**config.mk**
```make
export PLATFORM = sky130hd
export DESIGN_NAME = ordered_list_insert_delete_flat
export DESIGN_NICKNAME = d
export VERILOG_FILES = /design/src/rtl/core/olid_pkg.sv /design/src/rtl/core/olid_cmd_if.sv /design/src/rtl/core/olid_res_if.sv /design/src/rtl/core/olid_cell.sv /design/src/rtl/core/ordered_list_insert_delete.sv /design/src/flat_wrapper.sv
export SDC_FILE = /design/constraint.sdc
export NUM_CORES = 2
export LEC_CHECK = 0
export CORE_MARGIN = 2
export CORE_UTILIZATION = 30
export DETAILED_ROUTE_END_ITERATION = 7
export DONT_BUFFER_PORTS = 1
export SYNTH_ARGS = -nofsm -noshare
export SYNTH_HDL_FRONTEND = slang
export SYNTH_SLANG_ARGS = --single-unit
```
**constraint.sdc**
```tcl
create_clock -name i_clk -period 26.2 [get_ports i_clk]
set_clock_uncertainty 0.15 [all_clocks]
set_input_delay 1.31 -clock i_clk [delete_from_list [all_inputs] [get_ports i_clk]]
set_output_delay 1.31 -clock i_clk [all_outputs]
set_load 0.005 [all_outputs]
```
**src/rtl/core/olid_pkg.sv**
```systemverilog
// Shared constants, command and status codes, and cell control types for the ordered list.
package olid_pkg;

    localparam int CAPACITY = 16;
    localparam int IDX_W    = $clog2(CAPACITY);
    localparam int CNT_W    = $clog2(CAPACITY + 1);
    localparam int VAL_W    = 32;
    localparam int POS_W    = 8;
    localparam int CMD_W    = 3;
    localparam int STAT_W   = 2;

    typedef enum logic [CMD_W-1:0] {
        CMD_INS_FRONT = 3'd0,
        CMD_INS_BACK  = 3'd1,
        CMD_INS_AT    = 3'd2,
        CMD_DEL_FRONT = 3'd3,
        CMD_DEL_BACK  = 3'd4,
        CMD_DEL_AT    = 3'd5,
        CMD_DUMP      = 3'd6
    } t_cmd;

    typedef enum logic [STAT_W-1:0] {
        STAT_OK     = 2'd0,
        STAT_BADPOS = 2'd1,
        STAT_FULL   = 2'd2,
        STAT_EMPTY  = 2'd3
    } t_status;

    typedef enum logic [1:0] {
        CELL_HOLD   = 2'd0,
        CELL_INSERT = 2'd1,
        CELL_DELETE = 2'd2,
        CELL_ROTATE = 2'd3
    } t_cell_op;

    // Broadcast to every cell in the chain each cycle.
    typedef struct packed {
        t_cell_op               op;
        logic [IDX_W-1:0]       idx;
        logic [CNT_W-1:0]       count;
        logic signed [VAL_W-1:0] value;
    } t_cell_ctl;

endpackage

```
**src/rtl/core/olid_cmd_if.sv**
```systemverilog
// Command channel: valid/ready handshake carrying one command word.
interface olid_cmd_if;
    logic                                valid;
    logic                                ready;
    logic [olid_pkg::CMD_W-1:0]          cmd;
    logic signed [olid_pkg::VAL_W-1:0]   value;
    logic [olid_pkg::POS_W-1:0]          position;

    modport source (output valid, output cmd, output value, output position, input ready);
    modport sink   (input valid, input cmd, input value, input position, output ready);
endinterface

```
**src/rtl/core/olid_res_if.sv**
```systemverilog
// Result channel: valid/ready handshake carrying one result word.
interface olid_res_if;
    logic                                valid;
    logic                                ready;
    logic [olid_pkg::STAT_W-1:0]         status;
    logic [olid_pkg::CNT_W-1:0]          element_count;
    logic signed [olid_pkg::VAL_W-1:0]   element_value;
    logic                                last_flag;

    modport source (output valid, output status, output element_count,
                    output element_value, output last_flag, input ready);
    modport sink   (input valid, input status, input element_count,
                    input element_value, input last_flag, output ready);
endinterface

```
**src/rtl/core/olid_cell.sv**
```systemverilog
// One storage cell of the list chain: holds, loads, or takes a neighbor's or the head's element.
module olid_cell (
    input  logic                              i_clk,
    input  logic [olid_pkg::IDX_W-1:0]        i_index,
    input  olid_pkg::t_cell_ctl               i_ctl,
    input  logic signed [olid_pkg::VAL_W-1:0] i_left,
    input  logic signed [olid_pkg::VAL_W-1:0] i_right,
    input  logic signed [olid_pkg::VAL_W-1:0] i_head,
    output logic signed [olid_pkg::VAL_W-1:0] o_data
);

    logic signed [olid_pkg::VAL_W-1:0] r_data;
    logic signed [olid_pkg::VAL_W-1:0] n_data;
    logic [olid_pkg::CNT_W-1:0]        w_pos;
    logic [olid_pkg::CNT_W-1:0]        w_pos_p1;

    assign w_pos    = olid_pkg::CNT_W'(i_index);
    assign w_pos_p1 = w_pos + olid_pkg::CNT_W'(1);

    always_comb begin
        n_data = r_data;
        unique case (i_ctl.op)
            olid_pkg::CELL_INSERT: begin
                // open a gap at idx: cells above it take from the left
                if (i_index == i_ctl.idx) begin
                    n_data = i_ctl.value;
                end else if (i_index > i_ctl.idx && w_pos <= i_ctl.count) begin
                    n_data = i_left;
                end
            end
            olid_pkg::CELL_DELETE: begin
                // close the gap at idx: cells from idx up take from the right
                if (i_index >= i_ctl.idx && w_pos_p1 < i_ctl.count) begin
                    n_data = i_right;
                end
            end
            olid_pkg::CELL_ROTATE: begin
                // circular step: head wraps around to the tail
                if (w_pos_p1 < i_ctl.count) begin
                    n_data = i_right;
                end else if (w_pos_p1 == i_ctl.count) begin
                    n_data = i_head;
                end
            end
            olid_pkg::CELL_HOLD: begin
                n_data = r_data;
            end
        endcase
    end

    always_ff @(posedge i_clk) begin
        r_data <= n_data;
    end

    assign o_data = r_data;

endmodule

```
**src/rtl/core/ordered_list_insert_delete.sv**
```systemverilog
// Top level of the bounded ordered list: command decode, cell chain and result register.
//
//  channel | dir | fields                                         | handshake
//  --------+-----+------------------------------------------------+------------
//  i_cmd   | in  | cmd[2:0], value[31:0] s, position[7:0]         | valid/ready
//  o_res   | out | status[1:0], element_count[4:0],               | valid/ready
//          |     | element_value[31:0] s, last_flag               |
//
// Insert and delete commands shift every cell of the chain in parallel in the cycle
// the command word is accepted, and the result word is registered behind it. A
// dump of N elements rotates the chain once per emitted word (the head wraps to the
// tail), so after N steps the list is back in order; no command is taken meanwhile.
// Synchronous active-low reset empties the list. A stalled result word holds, and
// outside a dump the command side stalls only while that word is still waiting and
// a new one would replace it.
module ordered_list_insert_delete (
    input  logic              i_clk,
    input  logic              i_rst_n,
    olid_cmd_if.sink          i_cmd,
    olid_res_if.source        o_res
);

    typedef enum logic [1:0] {
        ST_IDLE = 2'b01,
        ST_DUMP = 2'b10
    } t_state;

    t_state                            r_state, n_state;
    logic [olid_pkg::CNT_W-1:0]        r_count, n_count;
    logic [olid_pkg::CNT_W-1:0]        r_left, n_left;

    // result register
    logic                              r_out_valid, n_out_valid;
    olid_pkg::t_status                 r_status, n_status;
    logic [olid_pkg::CNT_W-1:0]        r_count_out, n_count_out;
    logic signed [olid_pkg::VAL_W-1:0] r_value, n_value;
    logic                              r_last, n_last;

    logic                              w_out_free;
    logic                              w_take;
    logic                              w_full;
    logic                              w_empty;
    logic [olid_pkg::POS_W-1:0]        w_pos_m1;
    logic [olid_pkg::CNT_W-1:0]        w_cnt_m1;
    logic [olid_pkg::POS_W-1:0]        w_cnt_ext;
    olid_pkg::t_cell_ctl               w_ctl;

    logic signed [olid_pkg::VAL_W-1:0] w_cell_data [olid_pkg::CAPACITY];

    // Cell chain: each cell sees its neighbors and the head for the rotate wrap.
    for (genvar g = 0; g < olid_pkg::CAPACITY; g++) begin : g_cell
        logic signed [olid_pkg::VAL_W-1:0] w_left;
        logic signed [olid_pkg::VAL_W-1:0] w_right;

        if (g == 0) begin : g_first
            assign w_left = '0;
        end else begin : g_mid_l
            assign w_left = w_cell_data[g-1];
        end

        if (g == olid_pkg::CAPACITY - 1) begin : g_last
            assign w_right = '0;
        end else begin : g_mid_r
            assign w_right = w_cell_data[g+1];
        end

        olid_cell u_cell (
            .i_clk   (i_clk),
            .i_index (olid_pkg::IDX_W'(g)),
            .i_ctl   (w_ctl),
            .i_left  (w_left),
            .i_right (w_right),
            .i_head  (w_cell_data[0]),
            .o_data  (w_cell_data[g])
        );
    end

    // Handshake: take a command only when idle and the result slot frees up.
    assign w_out_free  = !r_out_valid || o_res.ready;
    assign i_cmd.ready = (r_state == ST_IDLE) && w_out_free;
    assign w_take      = i_cmd.valid && i_cmd.ready;

    assign w_full    = (r_count == olid_pkg::CNT_W'(olid_pkg::CAPACITY));
    assign w_empty   = (r_count == '0);
    assign w_pos_m1  = i_cmd.position - olid_pkg::POS_W'(1);
    assign w_cnt_m1  = r_count - olid_pkg::CNT_W'(1);
    assign w_cnt_ext = olid_pkg::POS_W'(r_count);

    always_comb begin
        n_state     = r_state;
        n_count     = r_count;
        n_left      = r_left;
        n_out_valid = r_out_valid && !o_res.ready;
        n_status    = r_status;
        n_count_out = r_count_out;
        n_value     = r_value;
        n_last      = r_last;

        w_ctl.op    = olid_pkg::CELL_HOLD;
        w_ctl.idx   = '0;
        w_ctl.count = r_count;
        w_ctl.value = i_cmd.value;

        priority if (w_take) begin
            n_out_valid = 1'b1;
            n_status    = olid_pkg::STAT_OK;
            n_value     = '0;
            n_last      = 1'b1;
            unique case (olid_pkg::t_cmd'(i_cmd.cmd))
                olid_pkg::CMD_INS_FRONT: begin
                    if (w_full) begin
                        n_status = olid_pkg::STAT_FULL;
                    end else begin
                        w_ctl.op  = olid_pkg::CELL_INSERT;
                        w_ctl.idx = '0;
                        n_count   = r_count + olid_pkg::CNT_W'(1);
                    end
                end
                olid_pkg::CMD_INS_BACK: begin
                    if (w_full) begin
                        n_status = olid_pkg::STAT_FULL;
                    end else begin
                        w_ctl.op  = olid_pkg::CELL_INSERT;
                        w_ctl.idx = r_count[olid_pkg::IDX_W-1:0];
                        n_count   = r_count + olid_pkg::CNT_W'(1);
                    end
                end
                olid_pkg::CMD_INS_AT: begin
                    // position check ranks above the full check
                    if (i_cmd.position == '0 ||
                        i_cmd.position > w_cnt_ext + olid_pkg::POS_W'(1)) begin
                        n_status = olid_pkg::STAT_BADPOS;
                    end else if (w_full) begin
                        n_status = olid_pkg::STAT_FULL;
                    end else begin
                        w_ctl.op  = olid_pkg::CELL_INSERT;
                        w_ctl.idx = w_pos_m1[olid_pkg::IDX_W-1:0];
                        n_count   = r_count + olid_pkg::CNT_W'(1);
                    end
                end
                olid_pkg::CMD_DEL_FRONT: begin
                    if (w_empty) begin
                        n_status = olid_pkg::STAT_EMPTY;
                    end else begin
                        w_ctl.op  = olid_pkg::CELL_DELETE;
                        w_ctl.idx = '0;
                        n_count   = w_cnt_m1;
                    end
                end
                olid_pkg::CMD_DEL_BACK: begin
                    if (w_empty) begin
                        n_status = olid_pkg::STAT_EMPTY;
                    end else begin
                        w_ctl.op  = olid_pkg::CELL_DELETE;
                        w_ctl.idx = w_cnt_m1[olid_pkg::IDX_W-1:0];
                        n_count   = w_cnt_m1;
                    end
                end
                olid_pkg::CMD_DEL_AT: begin
                    // an empty list has no valid position
                    if (i_cmd.position == '0 || i_cmd.position > w_cnt_ext) begin
                        n_status = olid_pkg::STAT_BADPOS;
                    end else begin
                        w_ctl.op  = olid_pkg::CELL_DELETE;
                        w_ctl.idx = w_pos_m1[olid_pkg::IDX_W-1:0];
                        n_count   = w_cnt_m1;
                    end
                end
                olid_pkg::CMD_DUMP: begin
                    if (w_empty) begin
                        n_status = olid_pkg::STAT_EMPTY;
                    end else begin
                        // hold the result slot; words stream from the dump state
                        n_out_valid = 1'b0;
                        n_left      = r_count;
                        n_state     = ST_DUMP;
                    end
                end
                default: begin
                    // unused command code: report ok, change nothing
                    n_status = olid_pkg::STAT_OK;
                end
            endcase
            n_count_out = n_count;
        end else if (r_state == ST_DUMP && w_out_free) begin
            // emit the head, rotate the chain, advance the remaining count
            n_out_valid = 1'b1;
            n_status    = olid_pkg::STAT_OK;
            n_count_out = r_count;
            n_value     = w_cell_data[0];
            n_last      = (r_left == olid_pkg::CNT_W'(1));
            w_ctl.op    = olid_pkg::CELL_ROTATE;
            n_left      = r_left - olid_pkg::CNT_W'(1);
            if (r_left == olid_pkg::CNT_W'(1)) begin
                n_state = ST_IDLE;
            end
        end else begin
            n_state = r_state;
        end
    end

    always_ff @(posedge i_clk) begin
        if (!i_rst_n) begin
            r_state     <= ST_IDLE;
            r_count     <= '0;
            r_left      <= '0;
            r_out_valid <= 1'b0;
        end else begin
            r_state     <= n_state;
            r_count     <= n_count;
            r_left      <= n_left;
            r_out_valid <= n_out_valid;
        end
    end

    always_ff @(posedge i_clk) begin
        r_status    <= n_status;
        r_count_out <= n_count_out;
        r_value     <= n_value;
        r_last      <= n_last;
    end

    assign o_res.valid         = r_out_valid;
    assign o_res.status        = r_status;
    assign o_res.element_count = r_count_out;
    assign o_res.element_value = r_value;
    assign o_res.last_flag     = r_last;

endmodule
```
**src/flat_wrapper.sv**
```systemverilog
// flat-port wrapper written by rule: the top's interface ports become plain ports
module ordered_list_insert_delete_flat 
  (i_clk, i_rst_n, i_cmd_valid, i_cmd_cmd, i_cmd_value, i_cmd_position, i_cmd_ready, o_res_valid, o_res_status, o_res_element_count, o_res_element_value, o_res_last_flag, o_res_ready);
  olid_cmd_if i_cmd_i ();
  olid_res_if o_res_i ();
  input  logic i_clk;
  input  logic i_rst_n;
  input wire logic [$bits(i_cmd_i.valid)-1:0] i_cmd_valid;
  input wire logic [$bits(i_cmd_i.cmd)-1:0] i_cmd_cmd;
  input wire logic [$bits(i_cmd_i.value)-1:0] i_cmd_value;
  input wire logic [$bits(i_cmd_i.position)-1:0] i_cmd_position;
  output wire logic [$bits(i_cmd_i.ready)-1:0] i_cmd_ready;
  output wire logic [$bits(o_res_i.valid)-1:0] o_res_valid;
  output wire logic [$bits(o_res_i.status)-1:0] o_res_status;
  output wire logic [$bits(o_res_i.element_count)-1:0] o_res_element_count;
  output wire logic [$bits(o_res_i.element_value)-1:0] o_res_element_value;
  output wire logic [$bits(o_res_i.last_flag)-1:0] o_res_last_flag;
  input wire logic [$bits(o_res_i.ready)-1:0] o_res_ready;
  assign i_cmd_i.valid = i_cmd_valid;
  assign i_cmd_i.cmd = i_cmd_cmd;
  assign i_cmd_i.value = i_cmd_value;
  assign i_cmd_i.position = i_cmd_position;
  assign i_cmd_ready = i_cmd_i.ready;
  assign o_res_valid = o_res_i.valid;
  assign o_res_status = o_res_i.status;
  assign o_res_element_count = o_res_i.element_count;
  assign o_res_element_value = o_res_i.element_value;
  assign o_res_last_flag = o_res_i.last_flag;
  assign o_res_i.ready = o_res_ready;
  ordered_list_insert_delete u_core (.i_clk(i_clk), .i_rst_n(i_rst_n), .i_cmd(i_cmd_i), .o_res(o_res_i));
endmodule
```
[Word-level counts from Yosys, hierarchy flattened]
Index checks and enable logic that the tools add are counted.
Storage, ports and cells
  register bits: 565
  input port bits: 47
  logic and storage cells: 391
Operators by class
  add/subtract/negate cells: 5
  order comparisons: 66
  eq/ne operators: 93
  multiplexer cells: 133
  bitwise logic cells: 1
  reductions and logical operators: 69
Operators with widths (count)
  32-bit two-way mux: 79
  32-bit one-hot mux with 3 select lines: 16
  3-bit != test (second input constant): 31
  4-bit AND reduction: 17
  5-bit two-way mux: 13
  4-bit by 5-bit equality test with 1-bit output (first input constant): 8
  4-bit by 5-bit <= comparator with 1-bit output (first input constant): 8
  4-bit by 5-bit < comparator with 1-bit output (first input constant): 8
  2-bit != test (second input constant): 19
  1-bit logical AND: 36
  6-bit one-hot mux with 6 select lines: 1
  4-bit equality test (first input constant): 8
  4-bit greater-or-equal comparator (first input constant): 8
  4-bit greater-than comparator (first input constant): 8
  2-bit two-way mux: 12
  6-bit two-way mux: 4
  3-bit by 5-bit equality test with 1-bit output (first input constant): 4
  3-bit by 5-bit <= comparator with 1-bit output (first input constant): 4
  3-bit by 5-bit < comparator with 1-bit output (first input constant): 4
  5-bit one-hot mux with 4 select lines: 1
  3-bit by 4-bit equality test with 1-bit output (first input constant): 4
  3-bit by 4-bit greater-or-equal comparator with 1-bit output (first input constant): 4
  3-bit by 4-bit greater-than comparator with 1-bit output (first input constant): 4
  2-bit by 5-bit equality test with 1-bit output (first input constant): 2
  40 further kinds: 64

[Longest topological paths before layout]
  depth after elaboration: 11
  gate-level depth with buffers: 19

[By module]
A second synthesis with hierarchy kept.
Second synthesis, totals
  cells, all modules: 4161
  area, all modules: 40634.0 um2
By module, submodules not included
  olid_cell at u_core.g_cell[0].u_cell ...: instances 10, cells each 227, area each 2363.5 um2, seq. area each 960.9 um2
  olid_cell at u_core.g_cell[5].u_cell ...: instances 5, cells each 258, area each 2338.5 um2, seq. area each 960.9 um2
  ordered_list_insert_delete: instances 1, cells each 372, area each 2942.8 um2, seq. area each 1131.1 um2
  olid_cell at u_core.g_cell[14].u_cell: instances 1, cells each 229, area each 2363.5 um2, seq. area each 960.9 um2

[Worst setup path after synthesis]
OpenSTA, ideal clock, no wires.
  path kind: input-to-reg
  from: in i_cmd_position[0]
  to: reg u_core.g_cell[4].u_cell.r_data, in the netlist u_core.g_cell[4].u_cell.o_data[0] (enable)
  setup time: 0.595 ns
  arrival time: 8.515 ns
  data required time: 25.455 ns
  path slack: 16.940 ns
  cell stages on the path: 13
  path buffers: 4
  cells stage by stage: inv_1 ha_1 and4_1 a41oi_1 nand3b_1 o2bb2ai_2 buf_4 a32oi_1 buf_4 o2111ai_1 buf_4 clkbuf_1 a2111oi_0
On the way
  longest elaborated chain between the ends: 9
Ends and longest elaborated chain
  from (decl): RTL line flat_wrapper.sv:11  | input wire logic [$bits(i_cmd_i.position)-1:0] i_cmd_position;
  8-bit by 5-bit greater-than comparator with 1-bit output, or another cell as far along: RTL line ordered_list_insert_delete.sv:161  | if (i_cmd.position == '0 || i_cmd.position > w_cnt_ext) begin
  1-bit logical OR, or another cell as far along: RTL line ordered_list_insert_delete.sv:161
  6-bit two-way mux, on equally long branches: RTL line ordered_list_insert_delete.sv:161, ordered_list_insert_delete.sv:130
  6-bit one-hot mux with 6 select lines *: RTL line ordered_list_insert_delete.sv:109  | unique case (olid_pkg::t_cmd'(i_cmd.cmd))
  4-bit two-way mux: RTL line ordered_list_insert_delete.sv:104  | priority if (w_take) begin
  3-bit by 4-bit greater-than comparator with 1-bit output / 3-bit by 4-bit greater-or-equal comparator with 1-bit output (equally long branches): RTL line olid_cell.sv:27, olid_cell.sv:33
  1-bit logical AND, on equally long branches: RTL line olid_cell.sv:27, olid_cell.sv:33
  3-bit != test (no line) / 2-bit != test (equally long branches)
  4-bit AND reduction (no line) *
  to (signal assigned): RTL line olid_cell.sv:52  | r_data <= n_data;
  to (decl): RTL line olid_cell.sv:12  | logic signed [olid_pkg::VAL_W-1:0] r_data;
Mark *: on every way between the ends. The rest lies on a longest branch, timed or not.
A chain may end at the register's enable or synchronous reset.

[Worst setup path in the final report]
  from: reg u_core.r_count[3] (netlist bit)
  to: reg u_core.g_cell[9].u_cell.r_data, in the netlist u_core.g_cell[9].u_cell.o_data[21] (enable)
On the way
  longest elaborated chain between the ends: 10
Ends and longest elaborated chain
  from (decl): RTL line ordered_list_insert_delete.sv:29  | logic [olid_pkg::CNT_W-1:0] r_count, n_count;
  from (signal assigned): RTL line ordered_list_insert_delete.sv:210  | r_count <= n_count;
  5-bit by 1-bit adder with 6-bit output: RTL line ordered_list_insert_delete.sv:131  | i_cmd.position > w_cnt_ext + olid_pkg::POS_W'(1)) begin
  8-bit by 6-bit greater-than comparator with 1-bit output: RTL line ordered_list_insert_delete.sv:131
  1-bit logical OR: RTL line ordered_list_insert_delete.sv:130  | if (i_cmd.position == '0 ||
  6-bit two-way mux: RTL line ordered_list_insert_delete.sv:130
  6-bit one-hot mux with 6 select lines: RTL line ordered_list_insert_delete.sv:109
  4-bit two-way mux: RTL line ordered_list_insert_delete.sv:104
  4-bit greater-than comparator / 4-bit greater-or-equal comparator (equally long branches): RTL line olid_cell.sv:27, olid_cell.sv:33
  1-bit logical AND, on equally long branches: RTL line olid_cell.sv:27, olid_cell.sv:33
  3-bit != test (no line) / 2-bit != test (equally long branches)
  4-bit AND reduction (no line) *
  to (signal assigned): RTL line olid_cell.sv:52
  to (decl): RTL line olid_cell.sv:12
Marked as above.

==> reports/results.env <==
SYNTH_SEQUENTIAL_AREA_RATIO_PCT=52.6
FINALSETUPTNS_PS=0
WORST_SETUP_PATH_START_KIND='flip-flop'
ANTENNA_FOUND_INITIAL=0
CRITPATHKIND='reg -> reg'
BUSIEST_LAYER='met2'
YS_WARN_COUNT=0
SYN_AREA_SQ_UM=31400
R2R_SETUP_SLACK_PS=19300
VIAS=25957
SYNTHARSTFLOPSHARE_PCT=0
WORST-PATH-MAX-FANOUT=34
OUTCOME='complete, no violations'
POST_CTS_RESIZED=0
FINAL_HOLD_VIOLATIONS=0
TIMING.CRITICAL_PATH.MODE_CELL='sky130_fd_sc_hd__buf_4'
FIRST_ITER_VIOLATIONS=4405
TIMING.RR.START='u_core.r_count[3]'
GLOBALROUTEOVERFLOWTOTAL=0
CTS_HOLD_REPAIR.BUFFERS=0
DPL.CELL_COUNT=3999
IO_PINS=89
DIEWIDTH_UM=327
HOLDCRITSTARTPOINT='u_core.o_res.element_value[17]'
LAYOUT.FILLER_CELLS=10419
FIRST_GLOBAL_VIAS=24823
FP.DIEH_UM=327
MET3_USAGE_PCT=5.37
SYNTH-SEQ-CELLS=565
MAX_CAP_VIOL_COUNT=0
REQUIRED_PS=26330
SLEW-LIMIT-HEADROOM_PCT=9.96
TRITONCTS_CLOCK_TREE='built'
R2R.WORST_PATH.CELLS=16
GLOBALROUTEMET1UTIL_PCT=29.6
PEAKVDDDROP_mV=0.0404
PATH_CELLS='clkinv_1, nor2_1, nand2_1, xnor2_1, ha_1, a2111oi_0, a41oi_1, nand3b_1, o2bb2ai_2, a32oi_1, buf_4, nor4_4, buf_4, a211oi_1, a2111oi_4, buf_4'
VIAS_PER_CELL=6.29
CLOCK_TREE.BUFFER_DEPTH=3
CRIT_PATH_MAX_INCR_DELAY_PS=940
POST-ROUTE-DRC-COUNT=0
N_ANTENNA_CELL=0
CORE_REGION_AREA_SQ_UM=104000
POSTSYNTH.TOPFLOPCELL='sky130_fd_sc_hd__edfxtp_1'
WORST_HOLD_PATH.NUM_CELLS=2
SYNTHCELLS=2910
GRT_USE_TOTAL_PCT=21.4
START_UTIL_PCT=30.3
WORSTHOLDENDPOINT='u_core.o_res.element_value[17]'
HTREE_LEVELS=3
AVGSYNTHCELLAREA_SQ_UM=10.8
CRIT_PATH_END_KIND='flip-flop'
FLOORPLAN.DIE_AREA_SQ_UM=107000
WORSTPATHBUFFERINVERTERCOUNT=4
ROW_COUNT=118
CTS-BUFFERS-INSERTED=68
FLOW.AREA_GROWTH_FROM_SYNTHESIS_PCT=10.5
CLOCK-SINKS=565
FINALNONFILLERCELLS=4124
REGAREA_SQ_UM=16500
MAX_SLEW.WORST_PIN.SLEW_PS=1350
DP_HPWL_UM=66300
CTSROOTBUFFERMASTER='sky130_fd_sc_hd__clkbuf_16'
TYPE_OF_THE_MOST_CRITICAL_HOLD_PATH='reg -> reg'
MET2_USE_GR_PCT=32.1
CLOCK_INSERTION_DELAY_WORST_SKEW_PS=630
CP_SLOWEST_CELL='sky130_fd_sc_hd__a2111oi_4'
LAYOUT_MIN_CYCLE_TIME_PS=6900
FINAL_ANTENNA_NET_COUNT=0
GLOBAL_ROUTE_WIRE_LENGTH_BEFORE_REPAIR_UM=172000
LEAKAGE_POWER_TOTAL_uW=0.0109
CLKTRANSATPATHREGS_PS=60
POWERDENSITY_nW_PER_UM2=62.7
CPLARGESTDELAYFAMILY='compound AO/OA/AOI/OAI gates'
MIN_PERIOD_OVER_PERIOD_PCT=26.3
MAX_CLOCK_FREQ_GHz=0.145
DRT-TOTAL-WL_UM=119000
DRIVE_ABOVE_1_SHARE_PCT=8.64
ENDPOINT_OF_THE_WORST_SLACK_REG_TO_REG_TIMING_PATH='u_core.g_cell[9].u_cell.o_data[21]'
ARRIVAL_TIME_REPORTED_FOR_THE_CRITICAL_PATH_ENDPOINT_PS=7030
NNETSFINAL=2758
SYN_NETS=2979
SYNTH_ENABLE_FLOP_CELLS=519
GLOBALPLACE.CONGESTION=0.897
BUFFER_PORTS.INSERTED=0
GRT_MAX_DEGREE=98
FIRST_PASS_ITERS=7
SETUP_REPAIR_AFTER_GLOBAL_ROUTING_MISSED_ITS_MARGIN='false'
SETUP-VIOLATIONS-FINAL=0
MAXSLEWVIOLCOUNT=0
SYNTH.LIB_CELLS_USED.DISTINCT=78
POST_DRT_WL_PER_CELL_UM=28.9
POST_CTS_SETUP_BUFFER_COUNT=0
MULTI_INPUT_AREA_SQ_UM=13700
-- area by class of cell --
| type | instances | share of cell area [%] |
|---|---|---|
| Clock buffer | 99 | 5.63 |
| Clock inverter | 26 | 0.624 |
| Inverter | 16 | 0.173 |
| Multi-Input combinational cell | 1976 | 39.6 |
| Sequential cell | 565 | 47.6 |
| Tap cell | 1380 | 4.98 |
| Timing Repair Buffer | 62 | 1.34 |
-- cell usage after synthesis (3+ instances only) --
| library cell | n | share of area [%] |
|---|---|---|
| sky130_fd_sc_hd__o22ai_1 | 6 | 0.12 |
| sky130_fd_sc_hd__or3_1 | 4 | 0.080 |
| sky130_fd_sc_hd__a221o_1 | 95 | 3.0 |
| sky130_fd_sc_hd__nor3_1 | 19 | 0.30 |
| sky130_fd_sc_hd__and3_1 | 3 | 0.060 |
| sky130_fd_sc_hd__a2111oi_0 | 5 | 0.14 |
| sky130_fd_sc_hd__o21ai_0 | 325 | 5.2 |
| sky130_fd_sc_hd__buf_4 | 19 | 0.45 |
| sky130_fd_sc_hd__a221oi_1 | 5 | 0.14 |
| sky130_fd_sc_hd__o21a_1 | 3 | 0.072 |
| sky130_fd_sc_hd__nor2_2 | 4 | 0.080 |
| sky130_fd_sc_hd__nor2b_1 | 6 | 0.12 |
| sky130_fd_sc_hd__o31ai_1 | 3 | 0.072 |
| sky130_fd_sc_hd__edfxtp_1 | 519 | 50 |
| sky130_fd_sc_hd__o211ai_1 | 102 | 2.4 |
| sky130_fd_sc_hd__ha_1 | 22 | 0.88 |
| sky130_fd_sc_hd__nand2b_1 | 5 | 0.10 |
| sky130_fd_sc_hd__nand2_1 | 210 | 2.5 |
| sky130_fd_sc_hd__nand3_1 | 170 | 2.7 |
| sky130_fd_sc_hd__clkbuf_1 | 214 | 2.6 |
| sky130_fd_sc_hd__clkinv_1 | 3 | 0.036 |
| sky130_fd_sc_hd__xnor2_1 | 4 | 0.11 |
| sky130_fd_sc_hd__nand4_1 | 4 | 0.080 |
| sky130_fd_sc_hd__a41oi_1 | 3 | 0.084 |
| sky130_fd_sc_hd__a22oi_1 | 352 | 8.4 |
| sky130_fd_sc_hd__and2_1 | 30 | 0.60 |
| sky130_fd_sc_hd__buf_1 | 44 | 0.53 |
| sky130_fd_sc_hd__a21boi_0 | 4 | 0.096 |
| sky130_fd_sc_hd__buf_6 | 11 | 0.39 |
| sky130_fd_sc_hd__inv_1 | 13 | 0.16 |
| sky130_fd_sc_hd__a211oi_1 | 4 | 0.096 |
| sky130_fd_sc_hd__nor2_1 | 76 | 0.91 |
| sky130_fd_sc_hd__o21ai_1 | 90 | 1.4 |
| sky130_fd_sc_hd__mux2i_1 | 290 | 9.3 |
| sky130_fd_sc_hd__a21oi_1 | 71 | 1.1 |
| sky130_fd_sc_hd__a21o_1 | 4 | 0.096 |
| sky130_fd_sc_hd__o211a_1 | 3 | 0.096 |
| sky130_fd_sc_hd__buf_2 | 65 | 1.0 |
| sky130_fd_sc_hd__dfxtp_1 | 46 | 2.9 |
| sky130_fd_sc_hd__a31oi_1 | 7 | 0.14 |
-- worst max-delay path by stage --
stage	from	to	slack [ps]	depth (start not counted)
2_1_floorplan	i_cmd_position[0]	u_core.g_cell[4].u_cell.o_data[0]	16940	13
3_3_place_gp	u_core.r_count[2]	u_core.g_cell[9].u_cell.o_data[1]	19450	16
3_5_place_dp	u_core.r_count[3]	u_core.g_cell[9].u_cell.o_data[3]	19430	16
4_1_cts	u_core.r_count[2]	u_core.g_cell[9].u_cell.o_data[21]	19410	16
5_1_grt	u_core.r_count[2]	u_core.g_cell[9].u_cell.o_data[21]	18900	16
6_report	u_core.r_count[3]	u_core.g_cell[9].u_cell.o_data[21]	19300	16
-- cell usage in the layout, fill, tap and decap left out, types with 11 or more instances in the layout --
cell	n
sky130_fd_sc_hd__clkinv_1	11
sky130_fd_sc_hd__nor3_1	16
sky130_fd_sc_hd__mux2i_1	290
sky130_fd_sc_hd__o21ai_0	323
sky130_fd_sc_hd__buf_4	62
sky130_fd_sc_hd__edfxtp_1	519
sky130_fd_sc_hd__nor2_1	66
sky130_fd_sc_hd__inv_1	13
sky130_fd_sc_hd__clkbuf_1	22
sky130_fd_sc_hd__nor2_4	13
sky130_fd_sc_hd__ha_1	22
sky130_fd_sc_hd__dfxtp_1	46
sky130_fd_sc_hd__a22oi_1	352
sky130_fd_sc_hd__nand3_1	167
sky130_fd_sc_hd__clkbuf_16	72
sky130_fd_sc_hd__o211ai_1	102
sky130_fd_sc_hd__o21ai_1	83
sky130_fd_sc_hd__nand2_1	203
sky130_fd_sc_hd__and2_1	26
sky130_fd_sc_hd__a21oi_1	68
sky130_fd_sc_hd__a221o_1	95
-- state kept, by name (all words and copies together) (netlist names) --
name	cells
u_core.o_res.last_flag	1
u_core.o_res.element_value	32
u_core.r_state	2
u_core.o_res.status	2
u_core.r_count	5
u_core.o_res.valid	1
u_core.g_cell.u_cell.o_data	512
u_core.r_left	5
u_core.o_res.element_count	5
-- logic make-up after synthesis --
logic type               after synthesis  synth area share (%)
multiplexers                         290                  9.25
XOR/XNOR                               5                 0.140
flip-flops                           565                  52.6
AND/OR/NAND/NOR                      552                  8.30
buffers and inverters                369                  5.17
adder cells (fa/ha/maj)               22                 0.878
AO/OA/AOI/OAI                       1107                  23.6
-- per-layer routing --
| metal | vias to the layer above | part of all wire, % |
|---|---|---|
| met5 | - | 0 |
| met4 | 0 | 3.8 |
| met3 | 248 | 11 |
| met2 | 1688 | 44 |
| met1 | 13062 | 41 |
| li1 | 10959 | - |
-- power breakdown --
group,internal [uW],total [uW],switching (uW),leakage [uW]
combinational,50.4,166,116,0.00473
sequential,1030,1070,31.2,0.00512
clock,541,942,401,0.00106
-- tightest hold or removal path: cells and delay by family (launching register included) --
family	cells	cell delay, ps
DFF	1	320
and+or+nand+nor	1	50
AOI/OAI and AO/OA	1	50
-- stage by stage --
stage | power [uW] | worst slack [ps] | hold slack [ps] | utilization, % | area, sq um
2_1_floorplan | 1190 | 16940 | 303 | - | 31400
3_3_place_gp | 1240 | 19450 | 312 | 31.4 | 32500
3_5_place_dp | 1240 | 19430 | 320 | 31.4 | 32500
4_1_cts | 2180 | 19410 | 328 | 33.5 | 34700
5_1_grt | 2240 | 18900 | 339 | 33.5 | 34700
6_report | 2170 | 19300 | 322 | 33.5 | 34700
(Power assumes the default switching activity.)
